[config.mk]
export PLATFORM = sky130hd
export DESIGN_NAME = integer_to_radix_ascii
export DESIGN_NICKNAME = d
export VERILOG_FILES = /design/src/itra_pkg.sv /design/src/itra_front.sv /design/src/itra_queue.sv /design/src/itra_back.sv /design/src/integer_to_radix_ascii.sv
export SDC_FILE = /design/constraint.sdc
export NUM_CORES = 1
export LEC_CHECK = 0
export ABC_CLOCK_PERIOD_IN_PS = 21000
export BUFFER_PORTS_ARGS = -buffer_cell sky130_fd_sc_hd__clkbuf_2
export CAP_MARGIN = 20
export CORE_ASPECT_RATIO = 0.75
export CORE_MARGIN = 2
export CORE_UTILIZATION = 50
export CTS_BUF_LIST = sky130_fd_sc_hd__clkbuf_8
export DETAILED_ROUTE_END_ITERATION = 7
export PLACE_DENSITY = 0.66
export SLEW_MARGIN = 20
export SYNTH_ARGS = -nofsm -noshare
export SYNTH_HDL_FRONTEND = slang
export SYNTH_SLANG_ARGS = --single-unit
[constraint.sdc]
create_clock -name clk -period 21 [get_ports clk]
set_input_delay 1.05 -clock clk [delete_from_list [all_inputs] [get_ports clk]]
set_output_delay 1.05 -clock clk [all_outputs]
set_load 0.01 [all_outputs]
[src/itra_pkg.sv]
package itra_pkg;

  localparam int VALUE_W     = 32;
  localparam int IN_W        = 32;
  localparam int RADIX_W     = 6;
  localparam int CHAR_W      = 8;
  localparam int EXT_W       = (VALUE_W > IN_W) ? VALUE_W : IN_W;

  localparam int DIV_BITS    = 8;
  localparam int DIV_STEPS   = (VALUE_W + DIV_BITS - 1) / DIV_BITS;
  localparam int DIV_W       = DIV_STEPS * DIV_BITS;
  localparam int STEP_CW     = (DIV_STEPS > 1) ? $clog2(DIV_STEPS) : 1;
  localparam int DIGIT_W     = 6;
  localparam int REM_W       = DIGIT_W + 1;
  localparam int PTR_W       = $clog2(VALUE_W);

  localparam int QUEUE_DEPTH = 2;
  localparam int QPTR_W      = $clog2(QUEUE_DEPTH);
  localparam int QCNT_W      = $clog2(QUEUE_DEPTH + 1);

  localparam logic [RADIX_W-1:0] RADIX_MIN = RADIX_W'(2);
  localparam logic [RADIX_W-1:0] RADIX_MAX = RADIX_W'(36);
  localparam logic [RADIX_W-1:0] RADIX_DEC = RADIX_W'(10);

  localparam logic [DIGIT_W-1:0] DEC_BASE      = DIGIT_W'(10);
  localparam logic [DIGIT_W-1:0] MAX_DIGIT_DEC = DIGIT_W'(9);

  localparam logic [CHAR_W-1:0] CH_NONE    = 8'h00;
  localparam logic [CHAR_W-1:0] CH_ZERO    = 8'h30;
  localparam logic [CHAR_W-1:0] CH_NINE    = 8'h39;
  localparam logic [CHAR_W-1:0] CH_LOWER_A = 8'h61;
  localparam logic [CHAR_W-1:0] CH_LOWER_Z = 8'h7a;
  localparam logic [CHAR_W-1:0] CH_MINUS   = 8'h2d;

  typedef struct packed {
    logic signed [IN_W-1:0] value;
    logic [RADIX_W-1:0]     radix;
  } itra_in_t;

  typedef struct packed {
    logic [CHAR_W-1:0] ascii_char;
    logic              last_char;
    logic              bad_radix;
  } itra_out_t;

  typedef struct packed {
    logic [VALUE_W-1:0] mag;
    logic [RADIX_W-1:0] radix;
    logic               bad;
    logic               zero;
    logic               neg;
  } itra_cmd_t;

  typedef enum logic [1:0] {
    ST_IDLE,
    ST_DIV,
    ST_SIGN,
    ST_EMIT
  } itra_state_t;

  function automatic logic [CHAR_W-1:0] digit_char(input logic [DIGIT_W-1:0] d);
    if (d > MAX_DIGIT_DEC) begin
      return CHAR_W'(d - DEC_BASE) + CH_LOWER_A;
    end else begin
      return CHAR_W'(d) + CH_ZERO;
    end
  endfunction

endpackage

[src/itra_front.sv]
module itra_front
  import itra_pkg::*;
(
  input  itra_in_t  in_data,
  input  logic      start,
  input  logic      q_full,
  output logic      push,
  output itra_cmd_t cmd
);

  logic [EXT_W-1:0]   ext;
  logic [VALUE_W-1:0] raw;

  always_comb begin
    ext       = EXT_W'(in_data.value);
    raw       = ext[VALUE_W-1:0];
    cmd.radix = in_data.radix;
    cmd.bad   = (in_data.radix < RADIX_MIN) || (in_data.radix > RADIX_MAX);
    cmd.zero  = (raw == '0);
    cmd.neg   = raw[VALUE_W-1] && (in_data.radix == RADIX_DEC);
    cmd.mag   = cmd.neg ? (~raw + VALUE_W'(1)) : raw;
    push      = start && !q_full;
  end

endmodule

[src/itra_queue.sv]
module itra_queue
  import itra_pkg::*;
(
  input  logic      clk,
  input  logic      rst_n,
  input  logic      push,
  input  itra_cmd_t push_cmd,
  input  logic      pop,
  output itra_cmd_t head,
  output logic      empty,
  output logic      full
);

  itra_cmd_t          mem_r [QUEUE_DEPTH];
  logic [QPTR_W-1:0]  wr_r;
  logic [QPTR_W-1:0]  rd_r;
  logic [QCNT_W-1:0]  cnt_r;
  logic [QCNT_W-1:0]  cnt_nxt;

  always_comb begin
    unique case ({push, pop})
      2'b10:   cnt_nxt = cnt_r + QCNT_W'(1);
      2'b01:   cnt_nxt = cnt_r - QCNT_W'(1);
      default: cnt_nxt = cnt_r;
    endcase
  end

  always_ff @(posedge clk) begin
    if (!rst_n) begin
      wr_r  <= '0;
      rd_r  <= '0;
      cnt_r <= '0;
    end else begin
      if (push) wr_r <= wr_r + QPTR_W'(1);
      if (pop)  rd_r <= rd_r + QPTR_W'(1);
      cnt_r <= cnt_nxt;
    end
  end

  always_ff @(posedge clk) begin
    if (push) mem_r[wr_r] <= push_cmd;
  end

  assign head  = mem_r[rd_r];
  assign empty = (cnt_r == '0);
  assign full  = (cnt_r == QCNT_W'(QUEUE_DEPTH));

endmodule

[src/itra_back.sv]
module itra_back
  import itra_pkg::*;
(
  input  logic      clk,
  input  logic      rst_n,
  input  itra_cmd_t head,
  input  logic      q_empty,
  output logic      pop,
  output logic      out_valid,
  output itra_out_t out_data
);

  itra_state_t         state_r, state_nxt;
  logic [DIV_W-1:0]    quo_r, quo_nxt;
  logic [DIGIT_W-1:0]  rem_r, rem_nxt;
  logic [RADIX_W-1:0]  radix_r, radix_nxt;
  logic                neg_r, neg_nxt;
  logic [STEP_CW-1:0]  step_r, step_nxt;
  logic [PTR_W-1:0]    dig_idx_r, dig_idx_nxt;
  logic [PTR_W-1:0]    ptr_r, ptr_nxt;
  logic [DIGIT_W-1:0]  stack_r [VALUE_W];
  logic                out_valid_r, out_valid_nxt;
  itra_out_t           out_data_r, out_data_nxt;

  logic [DIV_BITS-1:0] chunk;
  logic [DIV_BITS-1:0] qbits;
  logic [REM_W-1:0]    rem_v;
  logic [DIGIT_W-1:0]  div_rem;
  logic [DIV_W-1:0]    quo_shift;
  logic                push_dig;

  always_comb begin
    chunk = quo_r[DIV_W-1 -: DIV_BITS];
    rem_v = REM_W'(rem_r);
    qbits = '0;
    for (int i = DIV_BITS - 1; i >= 0; i--) begin
      rem_v    = {rem_v[REM_W-2:0], chunk[i]};
      qbits[i] = (rem_v >= REM_W'(radix_r));
      if (qbits[i]) rem_v = rem_v - REM_W'(radix_r);
    end
    div_rem   = rem_v[DIGIT_W-1:0];
    quo_shift = DIV_W'({quo_r, qbits});
  end

  always_comb begin
    state_nxt     = state_r;
    quo_nxt       = quo_r;
    rem_nxt       = rem_r;
    radix_nxt     = radix_r;
    neg_nxt       = neg_r;
    step_nxt      = step_r;
    dig_idx_nxt   = dig_idx_r;
    ptr_nxt       = ptr_r;
    pop           = 1'b0;
    push_dig      = 1'b0;
    out_valid_nxt = 1'b0;
    out_data_nxt  = out_data_r;
    unique case (state_r)
      ST_IDLE: begin
        if (!q_empty) begin
          pop = 1'b1;
          if (head.bad) begin
            out_valid_nxt           = 1'b1;
            out_data_nxt.ascii_char = CH_NONE;
            out_data_nxt.last_char  = 1'b1;
            out_data_nxt.bad_radix  = 1'b1;
          end else if (head.zero) begin
            out_valid_nxt           = 1'b1;
            out_data_nxt.ascii_char = CH_ZERO;
            out_data_nxt.last_char  = 1'b1;
            out_data_nxt.bad_radix  = 1'b0;
          end else begin
            quo_nxt     = DIV_W'(head.mag);
            rem_nxt     = '0;
            radix_nxt   = head.radix;
            neg_nxt     = head.neg;
            step_nxt    = '0;
            dig_idx_nxt = '0;
            state_nxt   = ST_DIV;
          end
        end
      end
      ST_DIV: begin
        quo_nxt  = quo_shift;
        rem_nxt  = div_rem;
        step_nxt = step_r + STEP_CW'(1);
        if (step_r == STEP_CW'(DIV_STEPS - 1)) begin
          push_dig    = 1'b1;
          dig_idx_nxt = dig_idx_r + PTR_W'(1);
          step_nxt    = '0;
          rem_nxt     = '0;
          if (quo_shift == '0) begin
            ptr_nxt   = dig_idx_r;
            state_nxt = neg_r ? ST_SIGN : ST_EMIT;
          end
        end
      end
      ST_SIGN: begin
        out_valid_nxt           = 1'b1;
        out_data_nxt.ascii_char = CH_MINUS;
        out_data_nxt.last_char  = 1'b0;
        out_data_nxt.bad_radix  = 1'b0;
        state_nxt               = ST_EMIT;
      end
      ST_EMIT: begin
        out_valid_nxt           = 1'b1;
        out_data_nxt.ascii_char = digit_char(stack_r[ptr_r]);
        out_data_nxt.last_char  = (ptr_r == '0);
        out_data_nxt.bad_radix  = 1'b0;
        if (ptr_r == '0) begin
          state_nxt = ST_IDLE;
        end else begin
          ptr_nxt = ptr_r - PTR_W'(1);
        end
      end
      default: state_nxt = ST_IDLE;
    endcase
  end

  always_ff @(posedge clk) begin
    if (!rst_n) begin
      state_r     <= ST_IDLE;
      out_valid_r <= 1'b0;
    end else begin
      state_r     <= state_nxt;
      out_valid_r <= out_valid_nxt;
    end
  end

  always_ff @(posedge clk) begin
    quo_r      <= quo_nxt;
    rem_r      <= rem_nxt;
    radix_r    <= radix_nxt;
    neg_r      <= neg_nxt;
    step_r     <= step_nxt;
    dig_idx_r  <= dig_idx_nxt;
    ptr_r      <= ptr_nxt;
    out_data_r <= out_data_nxt;
    if (push_dig) stack_r[dig_idx_r] <= div_rem;
  end

  assign out_valid = out_valid_r;
  assign out_data  = out_data_r;

endmodule

[src/integer_to_radix_ascii.sv]
// Bad radix or zero value gives its one result after start is taken: the command is queued,
// then the result is registered. Otherwise the divider works out each digit (8 quotient bits
// per cycle), then the characters stream out one per cycle, sign first. A 2-entry queue
// lets start be taken while the divider works. busy is high only when the queue is full.
// Reset: synchronous, active low; clears queue, sequencer and result strobe.
module integer_to_radix_ascii
  import itra_pkg::*;
(
  input  logic      clk,
  input  logic      rst_n,
  input  logic      start,
  output logic      busy,
  input  itra_in_t  in_data,
  output logic      out_valid,
  output itra_out_t out_data
);

  itra_cmd_t cmd;
  itra_cmd_t head;
  logic      push;
  logic      pop;
  logic      q_empty;
  logic      q_full;

  itra_front u_front (
    .in_data (in_data),
    .start   (start),
    .q_full  (q_full),
    .push    (push),
    .cmd     (cmd)
  );

  itra_queue u_queue (
    .clk      (clk),
    .rst_n    (rst_n),
    .push     (push),
    .push_cmd (cmd),
    .pop      (pop),
    .head     (head),
    .empty    (q_empty),
    .full     (q_full)
  );

  itra_back u_back (
    .clk       (clk),
    .rst_n     (rst_n),
    .head      (head),
    .q_empty   (q_empty),
    .pop       (pop),
    .out_valid (out_valid),
    .out_data  (out_data)
  );

  assign busy = q_full;

endmodule

# Word-level counts from Yosys, hierarchy flattened
# Memories as Yosys holds them, arrays and structs flattened. A register that Yosys moved wholly into a read port is not among the register bits.
# Index checks and enable logic that the tools add are counted.
dict set report word_totals {
  regBits 74
  latchBits 0
  ram_bits 274
  romBits 0
  output_inout_bits 12
  memories 2
}
# memory depth word_bits read_ports rd_clocked_by_memory_dff write_ports line_no
set memory_table {}
lappend memory_table {u_back.stack_r 32 6 1 1 1 itra_back.sv:21} ;# logic [DIGIT_W-1:0] stack_r [VALUE_W];
lappend memory_table {u_queue.mem_r 2 41 1 1 1 itra_queue.sv:14} ;# itra_cmd_t mem_r [QUEUE_DEPTH];
dict set report op_classes {
  n_addsub 19
  n_mul 0
  n_div 0
  n_lt_le_gt_ge 11
  n_eq_ne 16
  n_shift 0
  muxes 61
  bitwise_logic 4
  reduce_logical 20
}
# cell count
set ops {}
lappend ops {{$mux 32} 4}
lappend ops {{$mux 6} 12}
lappend ops {{$logic_not 32->1} 2}
lappend ops {{$pmux 32 s2} 1}
lappend ops {{$ge 7x6->1} 8}
lappend ops {{$sub 6x6->6} 8}
lappend ops {{$mux 5} 8}
lappend ops {{$add 32x1->32 const B} 1}
lappend ops {{$not 32->32} 1}
lappend ops {{$mux 10} 3}
lappend ops {{$pmux 10 s3} 1}
lappend ops {{$mux 2} 10}
lappend ops {{$pmux 5 s2} 2}
lappend ops {{$mux 1} 14}
lappend ops {{$pmux 6 s2} 1}
lappend ops {{$reduce_and 4->1} 3}
lappend ops {{$eq 2x2->1 const B} 5}
lappend ops {{$add 8x7->8 const B} 1}
lappend ops {{$mux 8} 1}
lappend ops {{$ne 2x2->1 const B} 4}
lappend ops {{$pmux 2 s2} 2}
lappend ops {{$pmux 2 s4} 1}
lappend ops {{$add 6x6->7 const B} 1}
lappend ops {{$sub 6x4->7 const B} 1}
lappend ops {{25 further kinds} 36}

# Longest topological paths before layout
dict set report logic_depth {
  ltp_word 20
  depth_mapped 83
  depth_no_buf 78
}

# Modules after synthesis
# Synthesis repeated with hierarchy kept, for this count alone.
dict set report unflattened {
  hier_cells 1234
  hier_area_um2 17918.4
}
# mod n_inst cells_each area_per_inst_um2
set by_module_without_submodules {}
lappend by_module_without_submodules {itra_back 1 956 13857.0}
lappend by_module_without_submodules {itra_queue 1 150 3164.3}
lappend by_module_without_submodules {itra_front 1 128 897.1}

# Worst setup path after synthesis
# No wires, ideal clock.
dict set report synth_timing {
  kind {register to register}
  from {register u_back.radix_r[1]}
  to {memory u_back.stack_r[0][0], data pin}
  setup_time_ns 0.389
  arrival_time_ns 17.286
  required_time_ns 20.611
  path_slack_ns 3.325
  path_stages_with_launch 77
  n_path_buf 5
  period_less_slack_ns 17.675
  cell_sequence {edfxtp_1 > inv_1 > ha_1 > nor2_1 > a21boi_0 > o21ai_2 > o21ai_0 > inv_1 > ha_1 > nor2b_1 > o31a_1 > o311a_1 > a2111oi_4 > nand2_1 > clkbuf_1 > mux2_2 > ha_1 > o21a_1 > [... 41 more ...] > nor2b_1 > o21ai_0 > nand2b_1 > a21o_1 > a21o_1 > a211o_1 > a21oi_1 > o21a_1 > buf_6 > mux2i_1 > ha_1 > a21o_1 > a21o_1 > a21o_1 > a21o_1 > a211o_1 > a211oi_4 > mux2i_1}
}
dict set report synth_between {
  elab_chain_len 16
  elab_cells_between_ends 23
  classes_between {7 x add/sub; 8 x order compare; 8 x mux}
}
# item line_no
set synth_rtl {}
lappend synth_rtl {{from (decl)} itra_back.sv:16} ;# logic [RADIX_W-1:0] radix_r, radix_nxt;
lappend synth_rtl {{from (signal assigned)} itra_back.sv:133} ;# radix_r <= radix_nxt;
lappend synth_rtl {{$sub 6x6->6 or $ge 7x6->1 (tied branches)} {itra_back.sv:39, itra_back.sv:38}}
lappend synth_rtl {{$mux 6} itra_back.sv:39} ;# if (qbits[i]) rem_v = rem_v - REM_W'(radix_r);
lappend synth_rtl {{$sub 6x6->6 or $ge 7x6->1 (tied branches)} {itra_back.sv:39, itra_back.sv:38}}
lappend synth_rtl {{$mux 6} itra_back.sv:39}
lappend synth_rtl {{$sub 6x6->6 or $ge 7x6->1 (tied branches)} {itra_back.sv:39, itra_back.sv:38}}
lappend synth_rtl {{$mux 6} itra_back.sv:39}
lappend synth_rtl {{$sub 6x6->6 or $ge 7x6->1 (tied branches)} {itra_back.sv:39, itra_back.sv:38}}
lappend synth_rtl {{$mux 6} itra_back.sv:39}
lappend synth_rtl {{$sub 6x6->6 or $ge 7x6->1 (tied branches)} {itra_back.sv:39, itra_back.sv:38}}
lappend synth_rtl {{$mux 6} itra_back.sv:39}
lappend synth_rtl {{$ge 7x6->1 or $sub 6x6->6 (tied branches)} {itra_back.sv:38, itra_back.sv:39}}
lappend synth_rtl {{$mux 6} itra_back.sv:39}
lappend synth_rtl {{$sub 6x6->6 or $ge 7x6->1 (tied branches)} {itra_back.sv:39, itra_back.sv:38}}
lappend synth_rtl {{$mux 6} itra_back.sv:39}
lappend synth_rtl {{$ge 7x6->1 (*)} itra_back.sv:38} ;# qbits[i] = (rem_v >= REM_W'(radix_r));
lappend synth_rtl {{$mux 6 (*)} itra_back.sv:39}
lappend synth_rtl {{named net u_back.rem_v[0]} itra_back.sv:27} ;# logic [REM_W-1:0] rem_v;
lappend synth_rtl {{to (decl)} itra_back.sv:21}
# Mark *: on every way through the listed nets, which the timed path passes. The rest lies on a longest branch.

==> summary.txt <==
Timing
  • Setup Viol. Count Final: 0
  • Fin. Hold Viols: 0
  • Setup TNS: 0 ns
  • Max_slew headroom: 0.341
  • Final period util: 0.933
  • Slew @ Worst Pin: 0.988 ns
  • Skew final: 0.0308 ns
  • Min cycle time layout: 19.59 ns
  • Fmax: 0.0510 GHz
  • Final Max Tran Viols: 0
  • RSZ-0062 raised after global routing: false

Routing
  • Routed WL per cell: 21.0 microns
  • DRT iter0 DRCs: 1077
  • DR vias: 10.5k
  • Antenna viol nets, final: 0
  • Post-DR vias/cell: 5.79
  • Final WL: 38000 microns
  • Residual DRC count: 0
  • Initial DRT Pass Iterations: 5

CTS
  • Clock root buffer: clkbuf_8
  • Clk buf depth: 3
  • Number of buffers created by CTS: 54
  • TritonCTS clock tree: built
  • Clock slew at reported path FFs: 0.06 ns
  • Htree depth: 2
  • Clock Latency Late Sink: 0.60 ns
  • Clk sinks: 354
  • Number of hold buffers added after CTS: 0

Global routing
  • Number of global-route vias before repair: 10.3k
  • Initial antenna violation count: 1
  • Wire length of the first global-routing pass: 58700 microns
  • GR Overflow Total: 0
  • Largest net degree at the start of global routing: 74
  • Gr usage total: 0.211

Yosys
  • Post-synth EDFFs: 341
  • Synth Instances: 1227
  • Syn_area_per_cell: 14.3 sq um
  • Cell Area, Synth: 17500 sq um
  • Syn. warnings: 0
  • Synth area leader: edfxtp_1
  • Synth Flop Type: edfxtp_1
  • Share of the synthesized area in the top cell type: 0.584
  • Register area share after synthesis: 0.599
  • Asr flop ratio synth: 0
  • Yosys cell types: 70
  • Net count after synthesis: 1343
  • Synthesized flop and latch total: 354
  • Ranking of synthesized cells by area: edfxtp_1 58%, mux4_2 7.7%, ha_1 4.8%, mux2i_1 3.0%, xnor2_1 1.9%

Finish
  • # nets final: 1426
  • Area growth, synth to finish: 10.5%
  • Layout cells sized above 1: 0.189
  • N_diodes: 0

Run
  • Max cap viols: 0

Critical path
  • CP max stage delay: 0.62 ns
  • Crit. End Element: flop
  • Slowest CP cell: a211oi_1
  • Crit path kind: reg -> reg
  • Setup crit start kind: flop
  • Cell mode on critical path: ha_1
  • Arrival @ worst endpoint: 20.08 ns
  • Critical path data required time: 21.49 ns
  • Max FO, Critical Path: 17

Floorplan
  • Num rows: 59
  • DIE WIDTH: 220 microns
  • Ports: 53
  • Initial Utilization: 0.506
  • Die Y-Extent: 166 microns
  • Die area: 36600 sq um
  • Area of the core: 34600 sq um

Outcome
  • Outcome: finished, final reports clean

Placed design
  • I/O Buffers: 52
  • Final Wtd Congestion: 0.895
  • DP HPWL: 25500 microns

Hold path
  • HP Class: reg -> reg
## state kept, by name, summed over array words and instances, names as in the netlist, 5 cells and up, named ones only
name	flops
u_back.dig_idx_r	5
u_back.stack_r	192
u_back.rem_r	6
u_back.quo_r	32
u_back.radix_r	6
u_back.out_data	10
u_queue.mem_r	82
u_back.ptr_r	5
## layout by cell type, fill, tap and decap left out, types with 4 or more instances in the layout
cell,Yosys,layout
edfxtp_1,341,341
nor2_1,88,87
nand2_1,81,81
ha_1,67,66
inv_1,50,62
o21ai_0,60,60
mux4_2,60,60
clkbuf_8,0,55
mux2i_1,53,52
clkbuf_2,0,52
a21oi_1,45,45
xnor2_1,38,38
xor2_1,33,33
mux2_2,19,19
and2_1,19,19
clkinv_1,1,18
buf_4,0,16
nor2b_1,15,15
a21o_1,15,15
nor3_1,14,14
nand4_1,13,13
nor4_1,13,13
nand3_1,13,13
o21a_1,11,11
mux2_4,11,11
dfxtp_1,13,10
nand2b_1,9,9
a211oi_1,10,9
clkinv_2,0,9
fa_1,8,8
a21boi_0,6,6
nand3b_1,6,6
o211ai_1,5,5
o31a_1,4,4
o21bai_1,4,4
a31oi_1,4,4
o41ai_1,4,4
## what timing repair did
item,in CTS,in global routing
setup buffers,0,8
gates resized for setup,0,2
endpoints found under the setup margin,0,211
## routing by layer
layer,up-vias,wire [microns],track usage
met5,-,0,0
met4,0,673,0.0543
met2,366,15800,0.294
met1,5185,18500,0.335
met3,55,3020,0.0467
li1,4873,-,-
## cell type report
cell class                 instances  area, sq um
clock inverter                    45          274
timing repair buffer              68          380
sequential                       354        10500
fill                            2797        15300
clock buffer                      55          757
multi-input combinational        781         6690
inverter                          51          195
tap                              457          572
## critical path: cells and delay by family (launching register included)
kind                     cells  cell delay [ns]
buffers and inverters        5             0.62
AND/OR/NAND/NOR             18             3.80
multiplexers                 7             2.73
adder cells (fa/ha/maj)      8             2.29
AO/OA/AOI/OAI               37             9.65
flip-flops                   1             0.36
## worst paths after layout
kind	startpoint	end	slack [ns]	cells past startpoint
worst max-delay path	u_back.radix_r[4]	flop	1.41	75
worst min-delay path	u_queue.mem_r[0][3]	u_back.radix_r[0]	0.55	1
worst max register to register	u_back.radix_r[4]	flop	1.41	75
worst min register to register	u_queue.mem_r[0][3]	u_back.radix_r[0]	0.55	1
## logic make-up after synthesis
family | share of synthesized area
flops | 0.599
simple gates | 0.0811
compound gates | 0.0770
mux | 0.129
buf+inv | 0.0210
fa+ha+maj | 0.0570
xor+xnor | 0.0355
## through the flow
step                hold WS [ns]  std cells  utilization  setup WS [ns]  area (sq um)
finish                     0.551       1811        0.559           1.41         19400
global placement           0.526       1703        0.528           1.67         18300
floorplan                  0.495       1227            -           3.32         17500
detailed placement         0.530       1703        0.528          0.945         18300
CTS                        0.547       1803        0.557          0.835         19300
global route               0.561       1811        0.559         0.0333         19400
## synth_stat cells (13+ instances only)
master	n
and2_1	19
a21oi_1	45
xnor2_1	38
inv_1	50
nand2_1	81
nor4_1	13
a21o_1	15
o21ai_0	60
nand4_1	13
clkbuf_1	28
edfxtp_1	341
nor2_1	88
dfxtp_1	13
nand3_1	13
mux2i_1	53
ha_1	67
nor2b_1	15
nor3_1	14
mux2_2	19
xor2_1	33
mux4_2	60
Power is left out: the tool's default activity adds up to more than one toggle a clock period on the data nets, which glitch-free logic cannot reach.
